### src/sv/lfuh_pkg.sv
package lfuh_pkg;

    // Default geometry
    localparam int DEF_CAPACITY   = 64;
    localparam int DEF_KEY_BITS   = 32;
    localparam int DEF_COUNT_BITS = 16;

    // Fixed field widths
    localparam int ACT_W = 2;
    localparam int ST_W  = 3;
    localparam int CFG_W = 7;

    localparam logic [CFG_W-1:0] LIMIT_RESET = 7'd64;

    // Action codes
    localparam logic [ACT_W-1:0] ACT_TOUCH  = 2'd0;
    localparam logic [ACT_W-1:0] ACT_INSERT = 2'd1;
    localparam logic [ACT_W-1:0] ACT_POP    = 2'd2;
    localparam logic [ACT_W-1:0] ACT_RSVD   = 2'd3;

    // Result status codes
    localparam logic [ST_W-1:0] ST_HIT       = 3'd0;
    localparam logic [ST_W-1:0] ST_INSERTED  = 3'd1;
    localparam logic [ST_W-1:0] ST_DROPPED   = 3'd2;
    localparam logic [ST_W-1:0] ST_POPPED    = 3'd3;
    localparam logic [ST_W-1:0] ST_POP_EMPTY = 3'd4;

    typedef enum logic [3:0] {
        S_IDLE,
        S_SRCH,
        S_UP_RD,
        S_UP_CMP,
        S_DN_L,
        S_DN_R,
        S_DN_CMP,
        S_POP_RD,
        S_POP_LD,
        S_DONE
    } t_state;

endpackage

### src/sv/lfuh_store.sv
module lfuh_store #(
    parameter int AW         = 6,
    parameter int KEY_BITS   = 32,
    parameter int COUNT_BITS = 16
) (
    input  logic                  i_clk,
    input  logic                  i_we,
    input  logic [AW-1:0]         i_waddr,
    input  logic [KEY_BITS-1:0]   i_wkey,
    input  logic [COUNT_BITS-1:0] i_wcnt,
    input  logic [AW-1:0]         i_raddr,
    output logic [KEY_BITS-1:0]   o_rkey,
    output logic [COUNT_BITS-1:0] o_rcnt,
    output logic [KEY_BITS-1:0]   o_root_key,
    output logic [COUNT_BITS-1:0] o_root_cnt
);

    localparam int EW    = KEY_BITS + COUNT_BITS;
    localparam int DEPTH = 1 << AW;

    logic [EW-1:0]         r_mem [DEPTH];
    logic [EW-1:0]         r_rdata;
    logic [KEY_BITS-1:0]   r_root_key;
    logic [COUNT_BITS-1:0] r_root_cnt;

    // Write port and registered read port
    always_ff @(posedge i_clk) begin
        if (i_we) begin
            r_mem[i_waddr] <= {i_wkey, i_wcnt};
        end
        r_rdata <= r_mem[i_raddr];
    end

    // Shadow the root entry so the minimum is always on hand
    always_ff @(posedge i_clk) begin
        if (i_we && (i_waddr == '0)) begin
            r_root_key <= i_wkey;
            r_root_cnt <= i_wcnt;
        end
    end

    assign o_rkey     = r_rdata[EW-1:COUNT_BITS];
    assign o_rcnt     = r_rdata[COUNT_BITS-1:0];
    assign o_root_key = r_root_key;
    assign o_root_cnt = r_root_cnt;

endmodule

### src/sv/lfu_frequency_min_heap.sv
// Channel   Dir  Handshake                      Contents
// s_axis    in   s_axis_tvalid/s_axis_tready    tdata: key, count_in; tuser: action
// m_axis    out  m_axis_tvalid/m_axis_tready    tdata: count_after, min_key, min_count,
//                                               occupancy; tuser: status
// cfg       in   i_cfg_we                       i_cfg_wdata: capacity_limit
//
// One transaction at a time. A touch or insert scans the filled entries through the
// read port of the entry memory, one per cycle, then sifts: each level up reads the
// parent and then compares, each level down reads the left child, then the right child,
// then compares. A pop reads the last entry, loads it as the root, then sifts down.
// Reset (synchronous, active low) empties the heap; the entry memory needs no clearing.
// A stalled result holds the output register and a new transaction is still taken; its
// result waits for the register to free.
module lfu_frequency_min_heap #(
    parameter int CAPACITY   = lfuh_pkg::DEF_CAPACITY,
    parameter int KEY_BITS   = lfuh_pkg::DEF_KEY_BITS,
    parameter int COUNT_BITS = lfuh_pkg::DEF_COUNT_BITS,
    parameter int NW         = $clog2(CAPACITY + 1),
    parameter int IDW        = ((KEY_BITS + COUNT_BITS + 7) / 8) * 8,
    parameter int ODW        = ((2 * COUNT_BITS + KEY_BITS + NW + 7) / 8) * 8
) (
    input  logic                       i_clk,
    input  logic                       i_rst_n,
    input  logic                       i_cfg_we,
    input  logic [lfuh_pkg::CFG_W-1:0] i_cfg_wdata,   // capacity_limit
    input  logic                       s_axis_tvalid,
    output logic                       s_axis_tready,
    input  logic [IDW-1:0]             s_axis_tdata,  // key, count_in, zero pad
    input  logic [lfuh_pkg::ACT_W-1:0] s_axis_tuser,  // action
    output logic                       m_axis_tvalid,
    input  logic                       m_axis_tready,
    output logic [ODW-1:0]             m_axis_tdata,  // count_after, min_key, min_count,
                                                      // occupancy, zero pad
    output logic [lfuh_pkg::ST_W-1:0]  m_axis_tuser   // status
);

    import lfuh_pkg::*;

    localparam int AW  = $clog2(CAPACITY);
    localparam int XW  = AW + 2;
    localparam int LW  = (NW > CFG_W) ? NW : CFG_W;
    localparam int OUW = 2 * COUNT_BITS + KEY_BITS + NW;

    t_state r_state, n_state;

    logic [CFG_W-1:0]      r_limit;
    logic [NW-1:0]         r_n, n_n;
    logic [ACT_W-1:0]      r_act, n_act;
    logic [KEY_BITS-1:0]   r_key, n_key;
    logic [COUNT_BITS-1:0] r_cin, n_cin;
    logic [AW:0]           r_sidx, n_sidx;
    logic                  r_cmp_v, n_cmp_v;
    logic [AW-1:0]         r_cmp_idx, n_cmp_idx;
    logic [KEY_BITS-1:0]   r_nk, n_nk;
    logic [COUNT_BITS-1:0] r_nc, n_nc;
    logic [AW-1:0]         r_pos, n_pos;
    logic                  r_do_down, n_do_down;
    logic [KEY_BITS-1:0]   r_lk, n_lk;
    logic [COUNT_BITS-1:0] r_lc, n_lc;
    logic [ST_W-1:0]       r_status, n_status;
    logic [COUNT_BITS-1:0] r_cnt_after, n_cnt_after;

    logic                  r_ov;
    logic [ST_W-1:0]       r_o_status;
    logic [OUW-1:0]        r_o_data;

    // Memory port controls
    logic                  w_we;
    logic [AW-1:0]         w_waddr;
    logic [KEY_BITS-1:0]   w_wkey;
    logic [COUNT_BITS-1:0] w_wcnt;
    logic [AW-1:0]         w_raddr;
    logic [KEY_BITS-1:0]   w_rkey;
    logic [COUNT_BITS-1:0] w_rcnt;
    logic [KEY_BITS-1:0]   w_root_key;
    logic [COUNT_BITS-1:0] w_root_cnt;

    // Shared decode and compares
    logic                  w_in_acc;
    logic                  w_in_pop;
    logic [KEY_BITS-1:0]   w_in_key;
    logic [COUNT_BITS-1:0] w_in_cin;
    logic                  w_issue;
    logic                  w_hit;
    logic                  w_miss;
    logic                  w_full;
    logic [COUNT_BITS-1:0] w_inc;
    logic [COUNT_BITS-1:0] w_start;
    logic [AW-1:0]         w_parent;
    logic [XW-1:0]         w_lidx;
    logic [XW-1:0]         w_ridx;
    logic                  w_has_l;
    logic                  w_has_r;
    logic                  w_pick_r;
    logic                  w_pick_l;
    logic                  w_up_move;
    logic                  w_out_free;
    logic [LW-1:0]         w_n_ext;
    logic [LW-1:0]         w_lim_ext;
    logic [KEY_BITS-1:0]   w_min_key;
    logic [COUNT_BITS-1:0] w_min_cnt;

    lfuh_store #(
        .AW         (AW),
        .KEY_BITS   (KEY_BITS),
        .COUNT_BITS (COUNT_BITS)
    ) u_store (
        .i_clk      (i_clk),
        .i_we       (w_we),
        .i_waddr    (w_waddr),
        .i_wkey     (w_wkey),
        .i_wcnt     (w_wcnt),
        .i_raddr    (w_raddr),
        .o_rkey     (w_rkey),
        .o_rcnt     (w_rcnt),
        .o_root_key (w_root_key),
        .o_root_cnt (w_root_cnt)
    );

    assign s_axis_tready = (r_state == S_IDLE);
    assign w_in_acc      = s_axis_tvalid && s_axis_tready;
    assign w_in_pop      = (s_axis_tuser == ACT_POP) || (s_axis_tuser == ACT_RSVD);
    assign w_in_key      = s_axis_tdata[KEY_BITS-1:0];
    assign w_in_cin      = s_axis_tdata[KEY_BITS+COUNT_BITS-1:KEY_BITS];

    // Search pipeline: issue address r_sidx, compare the entry read last cycle
    assign w_issue = (XW'(r_sidx) < XW'(r_n));
    assign w_hit   = r_cmp_v && (w_rkey == r_key);
    assign w_miss  = !r_cmp_v && !w_issue;

    // Limit clamp: zero acts as one, CAPACITY caps the rest
    assign w_n_ext   = LW'(r_n);
    assign w_lim_ext = (r_limit == '0) ? LW'(1) : LW'(r_limit);
    assign w_full    = (w_n_ext >= w_lim_ext) || (XW'(r_n) >= XW'(CAPACITY));

    assign w_inc   = (w_rcnt == '1) ? w_rcnt : (w_rcnt + 1'b1);
    assign w_start = (r_act == ACT_INSERT) ? ((r_cin == '0) ? COUNT_BITS'(1) : r_cin)
                                           : COUNT_BITS'(1);

    // Heap index arithmetic
    assign w_parent = AW'((r_pos - 1'b1) >> 1);
    assign w_lidx   = XW'({r_pos, 1'b1});
    assign w_ridx   = XW'({r_pos, 1'b0}) + XW'(2);
    assign w_has_l  = (w_lidx < XW'(r_n));
    assign w_has_r  = (w_ridx < XW'(r_n));
    assign w_pick_r = w_has_r && (w_rcnt < r_lc) && (w_rcnt < r_nc);
    assign w_pick_l = !w_pick_r && (r_lc < r_nc);
    assign w_up_move = (r_nc < w_rcnt);

    assign w_out_free = !r_ov || m_axis_tready;

    // Next state
    always_comb begin
        n_state = r_state;
        unique case (r_state)
            S_IDLE: begin
                if (w_in_acc) begin
                    if (!w_in_pop) begin
                        n_state = S_SRCH;
                    end else if (r_n > NW'(1)) begin
                        n_state = S_POP_RD;
                    end else begin
                        n_state = S_DONE;
                    end
                end
            end
            S_SRCH: begin
                if (w_hit) begin
                    n_state = S_UP_RD;
                end else if (w_miss) begin
                    n_state = w_full ? S_DONE : S_UP_RD;
                end
            end
            S_UP_RD: begin
                if (r_pos != '0) begin
                    n_state = S_UP_CMP;
                end else begin
                    n_state = r_do_down ? S_DN_L : S_DONE;
                end
            end
            S_UP_CMP: begin
                if (w_up_move) begin
                    n_state = S_UP_RD;
                end else begin
                    n_state = r_do_down ? S_DN_L : S_DONE;
                end
            end
            S_DN_L:   n_state = w_has_l ? S_DN_R : S_DONE;
            S_DN_R:   n_state = S_DN_CMP;
            S_DN_CMP: n_state = (w_pick_r || w_pick_l) ? S_DN_L : S_DONE;
            S_POP_RD: n_state = S_POP_LD;
            S_POP_LD: n_state = S_DN_L;
            S_DONE:   n_state = w_out_free ? S_IDLE : S_DONE;
            default:  n_state = S_IDLE;
        endcase
    end

    // Datapath and memory controls
    always_comb begin
        n_n         = r_n;
        n_act       = r_act;
        n_key       = r_key;
        n_cin       = r_cin;
        n_sidx      = r_sidx;
        n_cmp_v     = r_cmp_v;
        n_cmp_idx   = r_cmp_idx;
        n_nk        = r_nk;
        n_nc        = r_nc;
        n_pos       = r_pos;
        n_do_down   = r_do_down;
        n_lk        = r_lk;
        n_lc        = r_lc;
        n_status    = r_status;
        n_cnt_after = r_cnt_after;
        w_we        = 1'b0;
        w_waddr     = r_pos;
        w_wkey      = r_nk;
        w_wcnt      = r_nc;
        w_raddr     = r_sidx[AW-1:0];
        unique case (r_state)
            S_IDLE: begin
                if (w_in_acc) begin
                    n_act     = s_axis_tuser;
                    n_key     = w_in_key;
                    n_cin     = w_in_cin;
                    n_sidx    = '0;
                    n_cmp_v   = 1'b0;
                    n_pos     = '0;
                    n_do_down = 1'b1;
                    if (w_in_pop) begin
                        if (r_n == '0) begin
                            n_status    = ST_POP_EMPTY;
                            n_cnt_after = '0;
                        end else begin
                            n_status    = ST_POPPED;
                            n_cnt_after = w_root_cnt;
                            n_n         = r_n - 1'b1;
                        end
                    end
                end
            end
            S_SRCH: begin
                w_raddr = r_sidx[AW-1:0];
                if (w_hit) begin
                    n_nk        = r_key;
                    n_nc        = w_inc;
                    n_pos       = r_cmp_idx;
                    n_status    = ST_HIT;
                    n_cnt_after = w_inc;
                    n_do_down   = 1'b1;
                end else if (w_miss) begin
                    if (w_full) begin
                        n_status    = ST_DROPPED;
                        n_cnt_after = '0;
                    end else begin
                        n_nk        = r_key;
                        n_nc        = w_start;
                        n_pos       = AW'(r_n);
                        n_n         = r_n + 1'b1;
                        n_status    = ST_INSERTED;
                        n_cnt_after = w_start;
                        n_do_down   = 1'b0;
                    end
                end else begin
                    n_cmp_v   = w_issue;
                    n_cmp_idx = r_sidx[AW-1:0];
                    if (w_issue) begin
                        n_sidx = r_sidx + 1'b1;
                    end
                end
            end
            S_UP_RD: begin
                w_raddr = w_parent;
                // at the root: park the node unless a sift-down follows
                if (r_pos == '0 && !r_do_down) begin
                    w_we = 1'b1;
                end
            end
            S_UP_CMP: begin
                w_raddr = w_parent;
                if (w_up_move) begin
                    // pull the parent down into the hole
                    w_we   = 1'b1;
                    w_wkey = w_rkey;
                    w_wcnt = w_rcnt;
                    n_pos  = w_parent;
                end else if (!r_do_down) begin
                    w_we = 1'b1;
                end
            end
            S_DN_L: begin
                w_raddr = w_lidx[AW-1:0];
                if (!w_has_l) begin
                    w_we = 1'b1;
                end
            end
            S_DN_R: begin
                w_raddr = w_ridx[AW-1:0];
                n_lk    = w_rkey;
                n_lc    = w_rcnt;
            end
            S_DN_CMP: begin
                w_raddr = w_ridx[AW-1:0];
                w_we    = 1'b1;
                if (w_pick_r) begin
                    w_wkey = w_rkey;
                    w_wcnt = w_rcnt;
                    n_pos  = w_ridx[AW-1:0];
                end else if (w_pick_l) begin
                    w_wkey = r_lk;
                    w_wcnt = r_lc;
                    n_pos  = w_lidx[AW-1:0];
                end
            end
            S_POP_RD: begin
                // fetch the last entry, it moves to the root
                w_raddr = AW'(r_n);
            end
            S_POP_LD: begin
                n_nk  = w_rkey;
                n_nc  = w_rcnt;
                n_pos = '0;
            end
            S_DONE: begin
                w_raddr = r_pos;
            end
            default: begin
                w_raddr = r_pos;
            end
        endcase
    end

    assign w_min_key = (r_n != '0) ? w_root_key : '0;
    assign w_min_cnt = (r_n != '0) ? w_root_cnt : '0;

    // Control registers
    always_ff @(posedge i_clk) begin
        if (!i_rst_n) begin
            r_state <= S_IDLE;
            r_n     <= '0;
            r_limit <= LIMIT_RESET;
            r_ov    <= 1'b0;
        end else begin
            r_state <= n_state;
            r_n     <= n_n;
            if (i_cfg_we) begin
                r_limit <= i_cfg_wdata;
            end
            // hold the result until taken, load when the step finishes
            if (r_state == S_DONE && w_out_free) begin
                r_ov <= 1'b1;
            end else if (m_axis_tready) begin
                r_ov <= 1'b0;
            end
        end
    end

    // Payload registers
    always_ff @(posedge i_clk) begin
        r_act       <= n_act;
        r_key       <= n_key;
        r_cin       <= n_cin;
        r_sidx      <= n_sidx;
        r_cmp_v     <= n_cmp_v;
        r_cmp_idx   <= n_cmp_idx;
        r_nk        <= n_nk;
        r_nc        <= n_nc;
        r_pos       <= n_pos;
        r_do_down   <= n_do_down;
        r_lk        <= n_lk;
        r_lc        <= n_lc;
        r_status    <= n_status;
        r_cnt_after <= n_cnt_after;
        if (r_state == S_DONE && w_out_free) begin
            r_o_status <= r_status;
            r_o_data   <= {r_n, w_min_cnt, w_min_key, r_cnt_after};
        end
    end

    assign m_axis_tvalid = r_ov;
    assign m_axis_tuser  = r_o_status;
    assign m_axis_tdata  = ODW'(r_o_data);

endmodule

### config.mk
export PLATFORM = sky130hd
export DESIGN_NAME = lfu_frequency_min_heap
export DESIGN_NICKNAME = d
export VERILOG_FILES = /design/src/sv/lfuh_pkg.sv /design/src/sv/lfuh_store.sv /design/src/sv/lfu_frequency_min_heap.sv
export SDC_FILE = /design/constraint.sdc
export NUM_CORES = 2
export LEC_CHECK = 0
export BUFFER_PORTS_ARGS = -buffer_cell sky130_fd_sc_hd__buf_2
export CELL_PAD_IN_SITES_DETAIL_PLACEMENT = 0
export CELL_PAD_IN_SITES_GLOBAL_PLACEMENT = 1
export CORE_MARGIN = 4
export CORE_UTILIZATION = 30
export DETAILED_ROUTE_END_ITERATION = 10
export HOLD_SLACK_MARGIN = 0.15
export PLACE_DENSITY = 0.59
export SETUP_SLACK_MARGIN = 0.3
export SYNTH_ARGS = -nofsm -noshare
export SYNTH_HDL_FRONTEND = slang
export SYNTH_SLANG_ARGS = --single-unit
### constraint.sdc
create_clock -name i_clk -period 15.7 [get_ports i_clk]
set_clock_uncertainty 0.05 [all_clocks]
set_input_delay 0.785 -clock i_clk [delete_from_list [all_inputs] [get_ports i_clk]]
set_output_delay 0.785 -clock i_clk [all_outputs]
set_load 0.02 [all_outputs]
==> summary.txt <==
Critical path
  • CP Cell Sequence: inv_1 -> ha_1 -> o21ai_0 -> o32a_1 -> o21a_4 -> buf_4 -> buf_4 -> buf_12 -> buf_4 -> nand2_1 -> and3_1 -> a311oi_1 -> a31oi_1 -> o22ai_1 -> or4_1
  • Worst EP required: 16.51 ns
  • Crit-path slowest cell: buf_4
  • CP top delay family: buffers and inverters
  • Setup crit start kind: flip-flop
  • Crit path top cell by count: buf_4
  • CP peak stage delay: 0.80 ns
  • Buf/Inv on CP: 5
  • Critical path endpoint category: flip-flop
  • Setup CP Type: reg -> reg
  • Crit-path max FO: 162
  • R2r setup slk: between 8 and 9 ns
  • CP arrival: 7.69 ns

STA
  • Relative slew slack: 1.16%
  • Final hold violations: 0
  • Setup TNS Final: 0 ns
  • Fmax: 145 MHz
  • Worst slew pin tran: 1.48 ns
  • Tcrit/Tclk final: 43.9%
  • Setup Viol. Count Final: 0
  • Unrepaired setup endpoints after global routing: false
  • Final setup margin: slightly below 9 ns
  • Post-layout min period: 6.89 ns
  • Final Max Tran Viols: 0

Clock tree
  • Post-CTS Setup Bufs: 0
  • CTS buffer count: around 360
  • Clk buf depth: 4
  • Clk slew on worst S/H paths: 0.06 ns
  • Clk sinks: 3447
  • Post_cts resized: 0
  • CTS tree: built
  • Cts hold-fix bufs: 59
  • Worst-Skew Late Latency: around 0.96 ns
  • Clk root buf: clkbuf_16
  • H-tree depth: 5

Yosys
  • Adder-Cell Fraction of Synth Area: 0.735%
  • Synth warnings: 0
  • Sequential share of the synthesized area: 74.5%
  • Syn nets: 10600
  • Post-Synth XOR/XNOR Area: 0.399%
  • Synth Instances: 10400
  • Post-synthesis mux area share: 0.162%
  • Post-Synth Simple-Gate Area: 15.0%
  • Post-synthesis cell type count: 74
  • Most used DFF post-synth: edfxtp_1
  • Post-synthesis register bit count: approximately 3400
  • Largest family of logic cells by synthesized area: simple AND/OR/NAND/NOR gates
  • Syn Area/Cell: ~13 um2
  • Post-synth EDFFs: roughly 3400
  • Synth Area in Compound Gates: 6.60%
  • Post-synth ARST share: 0%
  • Mapped Area: 138000 um2

Global routing
  • Largest net degree at the start of global routing: 190
  • GR Overflow Total: 0
  • Total GRT Usage: 21.1%
  • Vias in the first global route: 86400
  • Initial antenna violation count: 47
  • Global-route wire length before repair: ~710 mm

Power
  • Peak supply drop: 0.320 mV
  • Leakage: 53.8 nW
  • Flop pwr share: 32.8%
  • Sw Pwr: 16.8 mW
  • P per Cell Area: 241 nW/um2
  • Clock power frac: roughly 23%
  • Power share of the combinational group: 44.6%
  • Cell internal pwr: 21.4 mW
  • Overall power: roughly 38 mW
  • Switching Share: 44.0%

Floorplanning
  • Area of the core: 457000 um2
  • Die Ht: 686 um
  • Die ar.: 471000 um2
  • DIE WIDTH: between 600 and 700 um
  • Initial Util: 30.2%
  • Ports: 139
  • Row count: 248

Final layout
  • Multi-input gate area: 32400 um2
  • Layout overhead on the synthesized area: 14.8%
  • Share of cells above drive strength 1: 9.79%
  • Nets: 10700
  • Filler cells: 44000
  • Register area: ~100000 um2
  • Post-route insts no fill: 17000

Min path
  • Worst min path class: in -> reg

Place
  • Cells after DPL: approximately 16000
  • Gpl congestion: 0.935
  • DP HPWL: 275 mm
  • Port buffer count: 137
  • Post-place setup slack: 9.05 ns

Route
  • TritonRoute pass-1 iters: 6
  • Via count: 93200
  • Final WL: 519 mm
  • DR iter-0 viols: between 10000 and 15000
  • Routed Antenna Nets: 0
  • # DRC: 0
  • Routed len/inst: 30.6 um
  • Routed vias/inst: ~5.5

Status
  • Status: finished, final reports clean

Flow run
  • Max cap viols: 0
==> layout by cell type (no fill, tap or decap), types with 18 or more instances in the layout <==
cell / n
o21ai_0: 120
or4_1: 49
dfxtp_1: 67
a21o_1: 23
a311oi_1: 428
nand2_1: 3220
xnor2_1: 21
a21oi_1: 59
clkbuf_16: 367
and2_1: 103
clkinv_2: 67
a31oi_1: 342
and3_1: 436
nor2_4: 65
nand4_1: 20
ha_1: 81
o21ai_1: 23
o22ai_1: 143
nor2_1: 53
clkinv_1: 72
edfxtp_1: 3380
inv_1: 72
buf_2: 137
buf_4: 242
clkbuf_1: 78
nand3_1: 730
nand2b_1: 18
xor2_1: 40
a221o_2: 42
dlygate4sd3_1: 59
bufinv_16: 34
mux2i_1: 19
==> power by group through the flow <==
stage	Clock, mW	Combinational [mW]	Sequential (mW)
3_5_place_dp	0	16.7	12.7
3_3_place_gp	0	16.7	12.7
2_1_floorplan	0	10.5	12.5
4_1_cts	8.75	16.8	12.5
5_1_grt	9.12	18.2	12.5
6_report	8.64	17.0	12.5
==> layer usage <==
| metal | up-vias | global-route usage (%) | part of all wire (%) |
|---|---|---|---|
| li1 | 38900 | - | - |
| met1 | 48200 | 30.0 | 42 |
| met2 | 5302 | 32.7 | 45 |
| met3 | 855 | 3.58 | 9.7 |
| met4 | 6 | 7.03 | 3.7 |
| met5 | - | 0 | 0.0067 |
==> worst register-to-register path: stages (launching register included) <==
cell      delay (ns)
edfxtp_1        0.55
inv_1           0.27
ha_1            0.47
o21ai_0         0.19
o32a_1          0.26
o21a_4          0.63
buf_4           0.64
buf_4           0.77
buf_12          0.55
buf_4           1.18
nand2_1         0.16
and3_1          0.19
a311oi_1        0.25
a31oi_1         0.06
o22ai_1         0.32
or4_1           0.27
==> path summary, 6_finish.rpt <==
check | from | cells past startpoint | endpoint
worst max-delay path | r_pos[0] | 15 | u_store.r_rdata[13]
worst min-delay path | i_cfg_we | 3 | r_limit[5]
worst max register to register | r_pos[0] | 15 | u_store.r_rdata[13]
worst min register to register | r_status[1] | 0 | m_axis_tuser[1]
==> Yosys cell counts (12+ instances only) <==
master	number	area share, %
a211oi_1	15	0.082
buf_6	18	0.15
and3_1	437	2.0
o21ai_0	121	0.44
nand4_1	20	0.091
nor4_1	14	0.063
a21o_1	23	0.13
clkbuf_1	325	0.88
a221o_1	48	0.35
or4_1	49	0.27
o21a_1	12	0.065
o21ai_1	24	0.087
a31oi_1	342	1.6
buf_2	271	0.98
edfxtp_1	3380	74
buf_1	52	0.14
nor2_1	117	0.32
nor2b_1	20	0.091
nand2b_1	18	0.082
dfxtp_1	67	0.97
xor2_1	40	0.25
xnor2_1	21	0.13
inv_1	72	0.20
a311oi_1	429	2.7
nand3_1	730	2.6
and2_1	104	0.47
o22ai_1	143	0.65
nor3_1	15	0.054
buf_4	36	0.20
ha_1	81	0.73
a21oi_1	60	0.22
mux2i_1	19	0.14
nand2_1	3228	8.8
==> flip-flops by register name (all words and copies together), names as in the netlist, 32 cells and up <==
signal              flops
r_nk                   32
u_store.r_mem        3072
r_key                  32
r_lk                   32
r_o_data               71
u_store.o_root_key     32
u_store.r_rdata        48
==> cell families after synthesis <==
| logic type | Yosys count |
|---|---|
| other | 1 |
| adders and majority gates | 81 |
| muxes | 22 |
| AOI/OAI and AO/OA | 1263 |
| buffers and inverters | 777 |
| DFF | 3447 |
| and+or+nand+nor | 4778 |
| xor gates and xnor gates | 62 |
==> layout make-up <==
class / count / area share (%)
Tap cell: 6125 / 4.84
Clock inverter: 205 / 1.34
Sequential cell: 3447 / 64.9
Inverter: 73 / 0.173
Antenna cell: 10 / 0.0158
Timing Repair Buffer: 455 / 2.18
Multi-Input combinational cell: 6207 / 20.5
Clock buffer: 456 / 6.08
==> per-stage QoR <==
step | util [%] | area [um2] | hold slack [ns]
after CTS | 34.6 | 158000 | 0.156
after detailed placement | 31.9 | 146000 | 0.355
after global placement | 31.9 | 146000 | 0.360
after floorplan | - | 138000 | 0.350
final | 34.7 | 158000 | 0.236
after global routing | 34.7 | 158000 | 0.222
Note: power is estimated with default switching activity, not from simulation.
